## src/rtl/rcs_pkg.sv

```systemverilog
// ----------------------------------------------------------------------------
// rcs_pkg
// Shared types and constants of the rounded clip span block.
// ----------------------------------------------------------------------------
`default_nettype none

package rcs_pkg;

  // Field widths
  localparam int COORD_BITS = 16;
  localparam int RAD_BITS   = 12;
  localparam int SPAN_BITS  = 13;
  localparam int SQ_BITS    = 2 * RAD_BITS;
  localparam int SQRT_STEPS = SQ_BITS / 2;
  localparam int WIDE_BITS  = COORD_BITS + 3;
  localparam int ADDR_BITS  = 5;

  // Register indexes (paddr[4:2])
  localparam logic [2:0] REG_SCREEN_WIDTH  = 3'd0;
  localparam logic [2:0] REG_REGION_ENABLE = 3'd1;
  localparam logic [2:0] REG_REGION_LEFT   = 3'd2;
  localparam logic [2:0] REG_REGION_TOP    = 3'd3;
  localparam logic [2:0] REG_REGION_RIGHT  = 3'd4;
  localparam logic [2:0] REG_REGION_BOTTOM = 3'd5;

  localparam logic [SPAN_BITS-1:0] SCREEN_WIDTH_RST = SPAN_BITS'(1024);

  // Per-row context carried down the chain
  typedef struct packed {
    logic                         zero;      // row outside the round clip
    logic                         near;      // row inside the rounded corner band
    logic                         round_en;
    logic [RAD_BITS-1:0]          rad;
    logic signed [COORD_BITS-1:0] row_y;
    logic signed [COORD_BITS-1:0] x0;
    logic signed [COORD_BITS-1:0] x1;
  } ctx_t;

  // Square root working state
  typedef struct packed {
    logic [SQ_BITS-1:0] rem;
    logic [SQ_BITS-1:0] root;
  } sqrt_t;

  // Configuration registers
  typedef struct packed {
    logic [SPAN_BITS-1:0]         screen_width;
    logic                         region_en;
    logic signed [COORD_BITS-1:0] left;
    logic signed [COORD_BITS-1:0] top;
    logic signed [COORD_BITS-1:0] right;
    logic signed [COORD_BITS-1:0] bottom;
  } cfg_t;

endpackage

`default_nettype wire

```

## src/rtl/rcs_if.sv

```systemverilog
// ----------------------------------------------------------------------------
// rcs_if
// Valid/ready channels of the rounded clip span block: row word in,
// span word out.
// ----------------------------------------------------------------------------
`default_nettype none

interface rcs_in_if;
  logic        valid;
  logic        ready;
  logic [15:0] row_y;
  logic        round_enable;
  logic [15:0] round_left;
  logic [15:0] round_top;
  logic [15:0] round_right;
  logic [15:0] round_bottom;
  logic [11:0] corner_radius;

  modport source (output valid, row_y, round_enable, round_left, round_top,
                  round_right, round_bottom, corner_radius, input ready);
  modport sink   (input valid, row_y, round_enable, round_left, round_top,
                  round_right, round_bottom, corner_radius, output ready);
endinterface

interface rcs_out_if;
  logic        valid;
  logic        ready;
  logic [12:0] span_start;
  logic [12:0] span_end;

  modport source (output valid, span_start, span_end, input ready);
  modport sink   (input valid, span_start, span_end, output ready);
endinterface

`default_nettype wire

```

## src/rtl/rounded_clip_span_top.sv

```systemverilog
// ----------------------------------------------------------------------------
// rounded_clip_span_top
// Allowed horizontal span of one raster row under a rounded-bottom clip
// rectangle, a region rectangle and the screen width.
// ----------------------------------------------------------------------------
//  channel   dir  handshake              word
//  in_ch     in   valid/ready            row_y, round clip rectangle, radius
//  out_ch    out  valid/ready            span_start, span_end
//  cfg       in   APB (psel..pready)     screen width, region rectangle
//
//  One word per cycle sustained unless out_ch stalls; the stages are the front cell with
//  the two squares, twelve square-root digit cells, then the span cell.
//  The whole chain advances together and holds while a finished word waits
//  on out_ch; in_ch.ready is low only then.
//  Synchronous active-low reset clears the valid bits and the config registers; data registers are not reset.
// ----------------------------------------------------------------------------
`default_nettype none

module rounded_clip_span_top import rcs_pkg::*; #(
  parameter int MAX_SCREEN_WIDTH = 4096
) (
  input  wire logic                 clk,
  input  wire logic                 rst_n,
  rcs_in_if.sink                    in_ch,
  rcs_out_if.source                 out_ch,
  input  wire logic                 psel,
  input  wire logic                 penable,
  input  wire logic                 pwrite,
  input  wire logic [ADDR_BITS-1:0] paddr,
  input  wire logic [31:0]          pwdata,
  output logic [31:0]               prdata,
  output logic                      pready
);

  cfg_t               cfg;
  logic               en;
  logic               front_v;
  ctx_t               front_ctx;
  logic [SQ_BITS-1:0] rr, dd;

  logic  [SQRT_STEPS:0] chain_v;
  ctx_t  [SQRT_STEPS:0] chain_ctx;
  sqrt_t [SQRT_STEPS:0] chain_sq;

  // chain moves unless the output word is held
  assign en          = !out_ch.valid || out_ch.ready;
  assign in_ch.ready = en;

  rcs_cfg_regs u_cfg (
    .clk     (clk),
    .rst_n   (rst_n),
    .psel    (psel),
    .penable (penable),
    .pwrite  (pwrite),
    .paddr   (paddr),
    .pwdata  (pwdata),
    .prdata  (prdata),
    .pready  (pready),
    .cfg     (cfg)
  );

  rcs_front_cell u_front (
    .clk      (clk),
    .rst_n    (rst_n),
    .en       (en),
    .v_in     (in_ch.valid),
    .row_y    (in_ch.row_y),
    .round_en (in_ch.round_enable),
    .x0       (in_ch.round_left),
    .y0       (in_ch.round_top),
    .x1       (in_ch.round_right),
    .y1       (in_ch.round_bottom),
    .rad      (in_ch.corner_radius),
    .v_out    (front_v),
    .ctx_out  (front_ctx),
    .rr_out   (rr),
    .dd_out   (dd)
  );

  // radicand r*r - (r-d)^2 enters the root chain
  assign chain_v[0]       = front_v;
  assign chain_ctx[0]     = front_ctx;
  assign chain_sq[0].rem  = rr - dd;
  assign chain_sq[0].root = '0;

  for (genvar k = 0; k < SQRT_STEPS; k++) begin : g_sqrt
    rcs_sqrt_cell #(
      .STEP (SQRT_STEPS - 1 - k)
    ) u_cell (
      .clk     (clk),
      .rst_n   (rst_n),
      .en      (en),
      .v_in    (chain_v[k]),
      .ctx_in  (chain_ctx[k]),
      .sq_in   (chain_sq[k]),
      .v_out   (chain_v[k+1]),
      .ctx_out (chain_ctx[k+1]),
      .sq_out  (chain_sq[k+1])
    );
  end

  rcs_span_cell #(
    .MAX_SCREEN_WIDTH (MAX_SCREEN_WIDTH)
  ) u_span (
    .clk        (clk),
    .rst_n      (rst_n),
    .en         (en),
    .v_in       (chain_v[SQRT_STEPS]),
    .ctx_in     (chain_ctx[SQRT_STEPS]),
    .root       (chain_sq[SQRT_STEPS].root[RAD_BITS-1:0]),
    .cfg        (cfg),
    .v_out      (out_ch.valid),
    .span_start (out_ch.span_start),
    .span_end   (out_ch.span_end)
  );

endmodule

`default_nettype wire

```

## src/rtl/rcs_cfg_regs.sv

```systemverilog
// ----------------------------------------------------------------------------
// rcs_cfg_regs
// APB register file: screen width and region rectangle.
// ----------------------------------------------------------------------------
`default_nettype none

module rcs_cfg_regs import rcs_pkg::*; (
  input  wire logic                 clk,
  input  wire logic                 rst_n,
  input  wire logic                 psel,
  input  wire logic                 penable,
  input  wire logic                 pwrite,
  input  wire logic [ADDR_BITS-1:0] paddr,
  input  wire logic [31:0]          pwdata,
  output logic [31:0]               prdata,
  output logic                      pready,
  output cfg_t                      cfg
);

  cfg_t       cfg_r, cfg_nxt;
  logic [2:0] idx;
  logic       wr;

  assign idx    = paddr[ADDR_BITS-1:2];
  assign wr     = psel && penable && pwrite;
  assign pready = 1'b1;
  assign cfg    = cfg_r;

  // write decode
  always_comb begin
    cfg_nxt = cfg_r;
    if (wr) begin
      unique case (idx)
        REG_SCREEN_WIDTH:  cfg_nxt.screen_width = pwdata[SPAN_BITS-1:0];
        REG_REGION_ENABLE: cfg_nxt.region_en    = pwdata[0];
        REG_REGION_LEFT:   cfg_nxt.left         = pwdata[COORD_BITS-1:0];
        REG_REGION_TOP:    cfg_nxt.top          = pwdata[COORD_BITS-1:0];
        REG_REGION_RIGHT:  cfg_nxt.right        = pwdata[COORD_BITS-1:0];
        REG_REGION_BOTTOM: cfg_nxt.bottom       = pwdata[COORD_BITS-1:0];
        default:           cfg_nxt = cfg_r;
      endcase
    end
  end

  always_ff @(posedge clk) begin
    if (!rst_n) begin
      cfg_r.screen_width <= SCREEN_WIDTH_RST;
      cfg_r.region_en    <= 1'b0;
      cfg_r.left         <= '0;
      cfg_r.top          <= '0;
      cfg_r.right        <= '0;
      cfg_r.bottom       <= '0;
    end else begin
      cfg_r <= cfg_nxt;
    end
  end

  // read mux, raw register bits
  always_comb begin
    unique case (idx)
      REG_SCREEN_WIDTH:  prdata = 32'(cfg_r.screen_width);
      REG_REGION_ENABLE: prdata = 32'(cfg_r.region_en);
      REG_REGION_LEFT:   prdata = 32'(unsigned'(cfg_r.left));
      REG_REGION_TOP:    prdata = 32'(unsigned'(cfg_r.top));
      REG_REGION_RIGHT:  prdata = 32'(unsigned'(cfg_r.right));
      REG_REGION_BOTTOM: prdata = 32'(unsigned'(cfg_r.bottom));
      default:           prdata = '0;
    endcase
  end

endmodule

`default_nettype wire

```

## src/rtl/rcs_front_cell.sv

```systemverilog
// ----------------------------------------------------------------------------
// rcs_front_cell
// Head of the chain: round clip row test, corner band test and the two
// squares r*r and (r-d)*(r-d).
// ----------------------------------------------------------------------------
`default_nettype none

module rcs_front_cell import rcs_pkg::*; (
  input  wire logic                         clk,
  input  wire logic                         rst_n,
  input  wire logic                         en,
  input  wire logic                         v_in,
  input  wire logic signed [COORD_BITS-1:0] row_y,
  input  wire logic                         round_en,
  input  wire logic signed [COORD_BITS-1:0] x0,
  input  wire logic signed [COORD_BITS-1:0] y0,
  input  wire logic signed [COORD_BITS-1:0] x1,
  input  wire logic signed [COORD_BITS-1:0] y1,
  input  wire logic [RAD_BITS-1:0]          rad,
  output logic                              v_out,
  output ctx_t                              ctx_out,
  output logic [SQ_BITS-1:0]                rr_out,
  output logic [SQ_BITS-1:0]                dd_out
);

  logic                        v_r;
  ctx_t                        ctx_r, ctx_nxt;
  logic [SQ_BITS-1:0]          rr_r, dd_r;
  logic signed [COORD_BITS:0]  row_dist;
  logic [RAD_BITS-1:0]         dy;
  logic                        outside;

  // distance from the bottom edge and the corner band test
  always_comb begin
    outside  = (row_y < y0) || (row_y > y1);
    row_dist = (COORD_BITS+1)'(y1) - (COORD_BITS+1)'(row_y);
    ctx_nxt.zero     = round_en && outside;
    ctx_nxt.near     = round_en && !outside &&
                       (row_dist < signed'({{(COORD_BITS-RAD_BITS+1){1'b0}}, rad}));
    ctx_nxt.round_en = round_en;
    ctx_nxt.rad      = rad;
    ctx_nxt.row_y    = row_y;
    ctx_nxt.x0       = x0;
    ctx_nxt.x1       = x1;
    dy = rad - row_dist[RAD_BITS-1:0];
  end

  always_ff @(posedge clk) begin
    if (!rst_n) begin
      v_r <= 1'b0;
    end else if (en) begin
      v_r <= v_in;
    end
  end

  always_ff @(posedge clk) begin
    if (en) begin
      ctx_r <= ctx_nxt;
      rr_r  <= SQ_BITS'(rad) * SQ_BITS'(rad);
      dd_r  <= SQ_BITS'(dy) * SQ_BITS'(dy);
    end
  end

  assign v_out   = v_r;
  assign ctx_out = ctx_r;
  assign rr_out  = rr_r;
  assign dd_out  = dd_r;

endmodule

`default_nettype wire

```

## src/rtl/rcs_sqrt_cell.sv

```systemverilog
// ----------------------------------------------------------------------------
// rcs_sqrt_cell
// One digit step of the floor square root; passes the row context along.
// ----------------------------------------------------------------------------
`default_nettype none

module rcs_sqrt_cell import rcs_pkg::*; #(
  parameter int STEP = 0
) (
  input  wire logic  clk,
  input  wire logic  rst_n,
  input  wire logic  en,
  input  wire logic  v_in,
  input  wire ctx_t  ctx_in,
  input  wire sqrt_t sq_in,
  output logic       v_out,
  output ctx_t       ctx_out,
  output sqrt_t      sq_out
);

  localparam logic [SQ_BITS-1:0] BIT = SQ_BITS'(1) << (2 * STEP);

  logic               v_r;
  ctx_t               ctx_r;
  sqrt_t              sq_r, sq_nxt;
  logic [SQ_BITS:0]   trial;

  // restoring step: try root + bit against the remainder
  always_comb begin
    trial = {1'b0, sq_in.root} + {1'b0, BIT};
    if ({1'b0, sq_in.rem} >= trial) begin
      sq_nxt.rem  = sq_in.rem - trial[SQ_BITS-1:0];
      sq_nxt.root = (sq_in.root >> 1) + BIT;
    end else begin
      sq_nxt.rem  = sq_in.rem;
      sq_nxt.root = sq_in.root >> 1;
    end
  end

  always_ff @(posedge clk) begin
    if (!rst_n) begin
      v_r <= 1'b0;
    end else if (en) begin
      v_r <= v_in;
    end
  end

  always_ff @(posedge clk) begin
    if (en) begin
      ctx_r <= ctx_in;
      sq_r  <= sq_nxt;
    end
  end

  assign v_out   = v_r;
  assign ctx_out = ctx_r;
  assign sq_out  = sq_r;

endmodule

`default_nettype wire

```

## src/rtl/rcs_span_cell.sv

```systemverilog
// ----------------------------------------------------------------------------
// rcs_span_cell
// Tail of the chain: applies the corner inset, the region rectangle and the
// screen clamp, and holds the output word.
// ----------------------------------------------------------------------------
`default_nettype none

module rcs_span_cell import rcs_pkg::*; #(
  parameter int MAX_SCREEN_WIDTH = 4096
) (
  input  wire logic                clk,
  input  wire logic                rst_n,
  input  wire logic                en,
  input  wire logic                v_in,
  input  wire ctx_t                ctx_in,
  input  wire logic [RAD_BITS-1:0] root,
  input  wire cfg_t                cfg,
  output logic                     v_out,
  output logic [SPAN_BITS-1:0]     span_start,
  output logic [SPAN_BITS-1:0]     span_end
);

  localparam logic signed [WIDE_BITS-1:0] MAX_W = WIDE_BITS'(MAX_SCREEN_WIDTH);

  logic                        v_r;
  logic [SPAN_BITS-1:0]        start_r, end_r;
  logic [RAD_BITS-1:0]         ins;
  logic signed [WIDE_BITS-1:0] w, cl, cr, gl, gr, lo, hi;
  logic                        zero;

  always_comb begin
    // screen width, capped
    w = signed'(WIDE_BITS'(cfg.screen_width));
    if (w > MAX_W) w = MAX_W;

    // rounded clip columns
    ins = ctx_in.near ? (ctx_in.rad - root) : '0;
    cl  = WIDE_BITS'(ctx_in.x0) + signed'(WIDE_BITS'(ins));
    cr  = WIDE_BITS'(ctx_in.x1) + WIDE_BITS'(1) - signed'(WIDE_BITS'(ins));
    gl  = WIDE_BITS'(cfg.left);
    gr  = WIDE_BITS'(cfg.right) + WIDE_BITS'(1);

    lo   = '0;
    hi   = w;
    zero = ctx_in.zero;
    if (ctx_in.round_en) begin
      if (cl > lo) lo = cl;
      if (cr < hi) hi = cr;
    end

    // region rectangle
    if (cfg.region_en) begin
      if (ctx_in.row_y < cfg.top || ctx_in.row_y > cfg.bottom) zero = 1'b1;
      if (gl > lo) lo = gl;
      if (gr < hi) hi = gr;
    end

    // screen clamp, disjoint span collapses
    if (lo < 0) lo = '0;
    if (lo > w) lo = w;
    if (hi > w) hi = w;
    if (hi < lo) hi = lo;
    if (zero) begin
      lo = '0;
      hi = '0;
    end
  end

  always_ff @(posedge clk) begin
    if (!rst_n) begin
      v_r <= 1'b0;
    end else if (en) begin
      v_r <= v_in;
    end
  end

  always_ff @(posedge clk) begin
    if (en) begin
      start_r <= lo[SPAN_BITS-1:0];
      end_r   <= hi[SPAN_BITS-1:0];
    end
  end

  assign v_out      = v_r;
  assign span_start = start_r;
  assign span_end   = end_r;

endmodule

`default_nettype wire

```

## src/flat_wrapper.sv

```systemverilog
// flat-port wrapper written by rule: the top's interface ports become plain ports
module rounded_clip_span_top_flat import rcs_pkg::*;
#(
  parameter int MAX_SCREEN_WIDTH = 4096
)
  (clk, rst_n, psel, penable, pwrite, paddr, pwdata, prdata, pready, in_ch_valid, in_ch_row_y, in_ch_round_enable, in_ch_round_left, in_ch_round_top, in_ch_round_right, in_ch_round_bottom, in_ch_corner_radius, in_ch_ready, out_ch_valid, out_ch_span_start, out_ch_span_end, out_ch_ready);
  rcs_in_if in_ch_i ();
  rcs_out_if out_ch_i ();
  input  wire logic clk;
  input  wire logic rst_n;
  input  wire logic psel;
  input  wire logic penable;
  input  wire logic pwrite;
  input  wire logic [ADDR_BITS-1:0] paddr;
  input  wire logic [31:0] pwdata;
  output logic [31:0] prdata;
  output logic pready;
  input wire logic [$bits(in_ch_i.valid)-1:0] in_ch_valid;
  input wire logic [$bits(in_ch_i.row_y)-1:0] in_ch_row_y;
  input wire logic [$bits(in_ch_i.round_enable)-1:0] in_ch_round_enable;
  input wire logic [$bits(in_ch_i.round_left)-1:0] in_ch_round_left;
  input wire logic [$bits(in_ch_i.round_top)-1:0] in_ch_round_top;
  input wire logic [$bits(in_ch_i.round_right)-1:0] in_ch_round_right;
  input wire logic [$bits(in_ch_i.round_bottom)-1:0] in_ch_round_bottom;
  input wire logic [$bits(in_ch_i.corner_radius)-1:0] in_ch_corner_radius;
  output wire logic [$bits(in_ch_i.ready)-1:0] in_ch_ready;
  output wire logic [$bits(out_ch_i.valid)-1:0] out_ch_valid;
  output wire logic [$bits(out_ch_i.span_start)-1:0] out_ch_span_start;
  output wire logic [$bits(out_ch_i.span_end)-1:0] out_ch_span_end;
  input wire logic [$bits(out_ch_i.ready)-1:0] out_ch_ready;
  assign in_ch_i.valid = in_ch_valid;
  assign in_ch_i.row_y = in_ch_row_y;
  assign in_ch_i.round_enable = in_ch_round_enable;
  assign in_ch_i.round_left = in_ch_round_left;
  assign in_ch_i.round_top = in_ch_round_top;
  assign in_ch_i.round_right = in_ch_round_right;
  assign in_ch_i.round_bottom = in_ch_round_bottom;
  assign in_ch_i.corner_radius = in_ch_corner_radius;
  assign in_ch_ready = in_ch_i.ready;
  assign out_ch_valid = out_ch_i.valid;
  assign out_ch_span_start = out_ch_i.span_start;
  assign out_ch_span_end = out_ch_i.span_end;
  assign out_ch_i.ready = out_ch_ready;
  rounded_clip_span_top #(.MAX_SCREEN_WIDTH(MAX_SCREEN_WIDTH)) u_core (.clk(clk), .rst_n(rst_n), .in_ch(in_ch_i), .out_ch(out_ch_i), .psel(psel), .penable(penable), .pwrite(pwrite), .paddr(paddr), .pwdata(pwdata), .prdata(prdata), .pready(pready));
endmodule
```

## config.mk

```make
export PLATFORM = sky130hd
export DESIGN_NAME = rounded_clip_span_top_flat
export DESIGN_NICKNAME = d
export VERILOG_FILES = /design/src/rtl/rcs_pkg.sv /design/src/rtl/rcs_if.sv /design/src/rtl/rounded_clip_span_top.sv /design/src/rtl/rcs_cfg_regs.sv /design/src/rtl/rcs_front_cell.sv /design/src/rtl/rcs_sqrt_cell.sv /design/src/rtl/rcs_span_cell.sv /design/src/flat_wrapper.sv
export SDC_FILE = /design/constraint.sdc
export NUM_CORES = 2
export LEC_CHECK = 0
export BUFFER_PORTS_ARGS = -buffer_cell sky130_fd_sc_hd__buf_4
export CORE_ASPECT_RATIO = 1.75
export CORE_MARGIN = 2
export CORE_UTILIZATION = 30
export DETAILED_ROUTE_END_ITERATION = 10
export PLACE_DENSITY = 0.52
export SLEW_MARGIN = 30
export SYNTH_ARGS = -nofsm -noshare
export SYNTH_HDL_FRONTEND = slang
export SYNTH_HIERARCHICAL = 1
export SYNTH_SLANG_ARGS = --single-unit
```

## constraint.sdc

```tcl
create_clock -name clk -period 55.6 [get_ports clk]
set_clock_uncertainty 0.15 [all_clocks]
set_input_delay 8.34 -clock clk [delete_from_list [all_inputs] [get_ports clk]]
set_output_delay 8.34 -clock clk [all_outputs]
set_load 0.05 [all_outputs]
```

# Word level (Yosys, flattened, before mapping)
# Cells that the tools add are included.
# word_totals
output_inout_bits,61
regBits,1525
elab_cells,268
input_bits,137
# op_classes
addsub,41
mux,29
reduce_logical,17
mul,2
n_lt_le_gt_ge,26
eq_ne,5
# op_table
cell,count
2-to-1 mux 48 bit,11
>= comparator 24 x 25 -> 1 bit,11
subtractor 24 bit,11
2-to-1 mux 19 bit,11
one-hot mux 16 bit (6 select lines),1
multiplier 12 x 12 -> 24 bit,2
greater-than comparator 19 bit,2
adder 16 x 2 -> 17 bit (second input constant),2
greater-than comparator 16 bit,2
less-than comparator 16 bit,2
2-to-1 mux 13 bit,2
adder 24 x 1 -> 25 bit (second input constant),1
adder 24 x 11 -> 25 bit (second input constant),1
adder 24 x 13 -> 25 bit (second input constant),1
adder 24 x 15 -> 25 bit (second input constant),1
adder 24 x 17 -> 25 bit (second input constant),1
adder 24 x 19 -> 25 bit (second input constant),1
adder 24 x 21 -> 25 bit (second input constant),1
adder 24 x 3 -> 25 bit (second input constant),1
adder 24 x 5 -> 25 bit (second input constant),1
adder 24 x 7 -> 25 bit (second input constant),1
adder 24 x 9 -> 25 bit (second input constant),1
adder 23 x 11 -> 24 bit (second input constant),1
adder 23 x 13 -> 24 bit (second input constant),1
other kinds (33),50

# Depth between registers and ports, before layout
# logic_depth
depth_word,15
ltp_mapped,63
ltp_nobuf,58

# Hierarchy
# The synthesis kept the hierarchy.
# by_module_without_submodules
module,instances,cells_per_inst,area_per_inst_um2,seq_area_each_um2
rcs_front_cell,1,1273,12692.2,3263.1
rcs_span_cell,1,1035,7932.6,800.8
rcs_sqrt_cell at u_core.g_sqrt[10].u_cell,1,464,5874.4,3353.2
rcs_sqrt_cell at u_core.g_sqrt[11].u_cell,1,466,5754.3,3353.2
rcs_sqrt_cell at u_core.g_sqrt[9].u_cell,1,430,5721.7,3353.2
rcs_sqrt_cell at u_core.g_sqrt[6].u_cell,1,455,5566.6,3353.2
rcs_sqrt_cell at u_core.g_sqrt[7].u_cell,1,426,5562.8,3353.2
rcs_sqrt_cell at u_core.g_sqrt[8].u_cell,1,453,5521.5,3353.2
rcs_sqrt_cell at u_core.g_sqrt[1].u_cell,1,381,5383.9,3353.2
rcs_sqrt_cell at u_core.g_sqrt[3].u_cell,1,406,5277.6,3353.2
rcs_sqrt_cell at u_core.g_sqrt[5].u_cell,1,394,5248.8,3353.2
rcs_sqrt_cell at u_core.g_sqrt[4].u_cell,1,403,5243.8,3353.2
rcs_sqrt_cell at u_core.g_sqrt[0].u_cell,1,352,5220.0,3353.2
rcs_sqrt_cell at u_core.g_sqrt[2].u_cell,1,381,5136.2,3353.2
2 more rows,n/a,n/a,n/a,n/a

# Worst setup path before layout
# Ideal clock, no wire load.
# synth_timing
path_kind,input -> output
start,input port out_ch_ready
end,output port in_ch_ready
stages,1
slack_ns,3.127
t_arrival_ns,43.983
n_path_buf,0
path_cell_list,nand2b_1
# synth_between
elab_chain_cells,1
# synth_lines
item,line,source
"start, declared",flat_wrapper.sv:30,input wire logic [$bits(out_ch_i.ready)-1:0] out_ch_ready;
logical OR 1 bit,rounded_clip_span_top.sv:46,assign en = !out_ch.valid || out_ch.ready;
"end, declared",flat_wrapper.sv:26,output wire logic [$bits(in_ch_i.ready)-1:0] in_ch_ready;
# No other way between the ends.

# Worst setup path in the final report
# layout_timing
start,input port paddr[2]
end,output port prdata[1]
# layout_between
elab_chain_cells,2
elab_cells_between_ends,7
cone_classes,eq/ne (5); mux (1); reduce/logical (1)
# layout_lines
item,line,source
"start, declared",flat_wrapper.sv:14,input wire logic [ADDR_BITS-1:0] paddr;
equality test 3 bit (tied with other cells),rcs_cfg_regs.sv:60,unique case (idx)
one-hot mux 16 bit (6 select lines) *,rcs_cfg_regs.sv:60,
"end, declared",flat_wrapper.sv:16,output logic [31:0] prdata;
# Every way passes the cells marked *; elsewhere a longest branch is shown, timed or not.

==> flow_summary.json <==
{
  "tritoncts": "done",
  "wl_um": 238000,
  "grt_antenna_before_repair": 3,
  "fillCellCount": 29400,
  "rsz0062_at_grt": "no",
  "start_util_pct": 30.2,
  "gp_congestion": 0.947,
  "holdPathStages": 0,
  "clk_path_buf_depth": 4,
  "area_delta_synth_final_pct": 12.0,
  "setup_violations": 0,
  "cts_buffers": 164,
  "grt_start_max_net_pins": 184,
  "hold_class": "reg -> reg",
  "root_buffer": "clkbuf_16",
  "cts.clk_slew.worst_paths_ps": 60,
  "dieWidth_um": 416,
  "routed_via_density": 4.89,
  "worstMarginPinSlew_ps": 1100,
  "dp_hpwl_um": 186000,
  "syn_area_um2": 89000,
  "maxCapViolCount": 0,
  "core_area_um2": 295000,
  "arrival_ps": 10110,
  "io_buffers": 162,
  "cts_sinks": 1522,
  "max_freq_mhz": 53.8,
  "worst-r2r-cell-count": 53,
  "worstSetupEndpointType": "output pin",
  "die_h_um": 725,
  "path_class": "in -> out",
  "grt_pass1_vias": 61400,
  "drive_gt1_share_pct": 8.86,
  "drc_errors": 0,
  "io_pins": 198,
  "num_vias": 58100,
  "setup.worst_path.start_class": "primary input",
  "period_share_pct": 33.4,
  "drtIter0Drc": 3291,
  "h-tree-depth": 4,
  "status": "complete, no violations",
  "critPathRequiredTime_ps": 47110,
  "crit_fanout": 30,
  "ant_nets": 0,
  "relSlewSlack_pct": 25.7,
  "synthCells": 7699,
  "post_cts_resized": 0,
  "wire_per_inst_um": 20.1,
  "grt_pass1_wl_um": 359000,
  "drv_slew": 0,
  "finalHoldViolations": 0,
  "grtUsageTotal_pct": 15.5,
  "insertion_delay_ps": 820,
  "rows": 264,
  "ys_warn_count": 6,
  "finish.net_count": 8865,
  "gr-total-overflow": 0,
  "holdBufCountCts": 0,
  "post_cts_buffers": 0,
  "avgSynthCellArea_um2": 11.6,
  "period_minus_slack_ps": 18600,
  "tns_ps": 0,
  "die-area_um2": 301000,
  "firstDrtPassIters": 5
}
-- metrics by stage --
| step | hold slack [ps] | utilization (%) | area [um^2] | instances | setup slack (ps) |
|---|---|---|---|---|---|
| after detailed placement | 255 | 32.0 | 94400 | 11600 | 37030 |
| after global routing | 218 | 33.8 | 99800 | 11900 | 36920 |
| after global placement | 250 | 31.9 | 94300 | 11600 | 36840 |
| after CTS | 201 | 33.8 | 99700 | 11900 | 37020 |
| after floorplan | 250 | - | 89300 | 7767 | 3980 |
| final | 219 | 33.8 | 99800 | 11900 | 37000 |
-- routing by layer --
metal,global-route usage (%),up-vias,share of wire (%)
met4,11.8,0,8.7
li1,-,28200,-
met1,13.3,28100,32
met3,1.89,620,2.8
met5,0,-,0
met2,31.4,1191,57
-- final cells by class --
cell class	count	area, um^2	share of cell area [%]
flip-flops and latches	1522	44800	44.9
multi-input cells	5321	40600	40.7
well taps	3857	4830	4.84
clock buffers	192	4270	4.28
inverters	668	2510	2.51
repair buffers	207	1740	1.74
clock inverters	95	1030	1.03
diodes	4	10.0	0.0100
-- critical path: stages --
cell,delay (ps)
buf_4,260
nor2_1,650
a22oi_1,210
o221ai_1,340
buf_4,270
-- sequential cells by signal (all words and copies together), names as in the netlist, 12 cells and up --
register                      cells
u_core/g_sqrt.u_cell/ctx_out    756
u_core/g_sqrt.u_cell/sq_out     540
u_core/g_sqrt.u_cell/v_out       12
u_core/u_cfg/cfg                 78
u_core/u_front/ctx_out           63
u_core/u_front/dd_out            23
u_core/u_front/rr_out            22
u_core/u_span/span_end           13
u_core/u_span/span_start         13
-- cell usage in the layout (no fill, tap or decap), types with 38 or more instances in the layout --
master	count
a21oi_1	389
nand3_1	193
mux2_2	65
o21ai_1	62
a211oi_1	41
and2_1	41
o211ai_1	49
a31oi_1	38
mux2i_1	144
nand2_1	699
dfxtp_1	92
nand2b_1	64
fa_1	175
mux2_4	53
xnor2_1	297
o21bai_1	43
nor2_1	448
nand4_1	121
conb_1	73
buf_4	194
o21a_1	73
o21ai_0	304
clkbuf_16	166
a21o_1	132
and3_1	72
ha_1	669
inv_1	658
xor2_1	286
edfxtp_1	1430
nor3_1	100
nor2b_1	92
-- path summary, 6_finish.rpt --
check | start | slack (ps) | to
worst max-delay path | paddr[2] | 37000 | prdata[1]
worst min-delay path | u_core/g_sqrt[0].u_cell/ctx_out[36]$_DFFE_PP_ | 220 | u_core/g_sqrt[1].u_cell/ctx_out[36]$_DFFE_PP_
worst max register to register | u_core/g_sqrt[11].u_cell/ctx_out[49]$_DFFE_PP_ | 39050 | u_core/u_span/span_end[9]$_SDFFCE_PP0P_
worst min register to register | u_core/g_sqrt[0].u_cell/ctx_out[36]$_DFFE_PP_ | 220 | u_core/g_sqrt[1].u_cell/ctx_out[36]$_DFFE_PP_
Power is not shown: default switching activity piles up to over one toggle a cycle in this logic, so the estimate is an artifact.
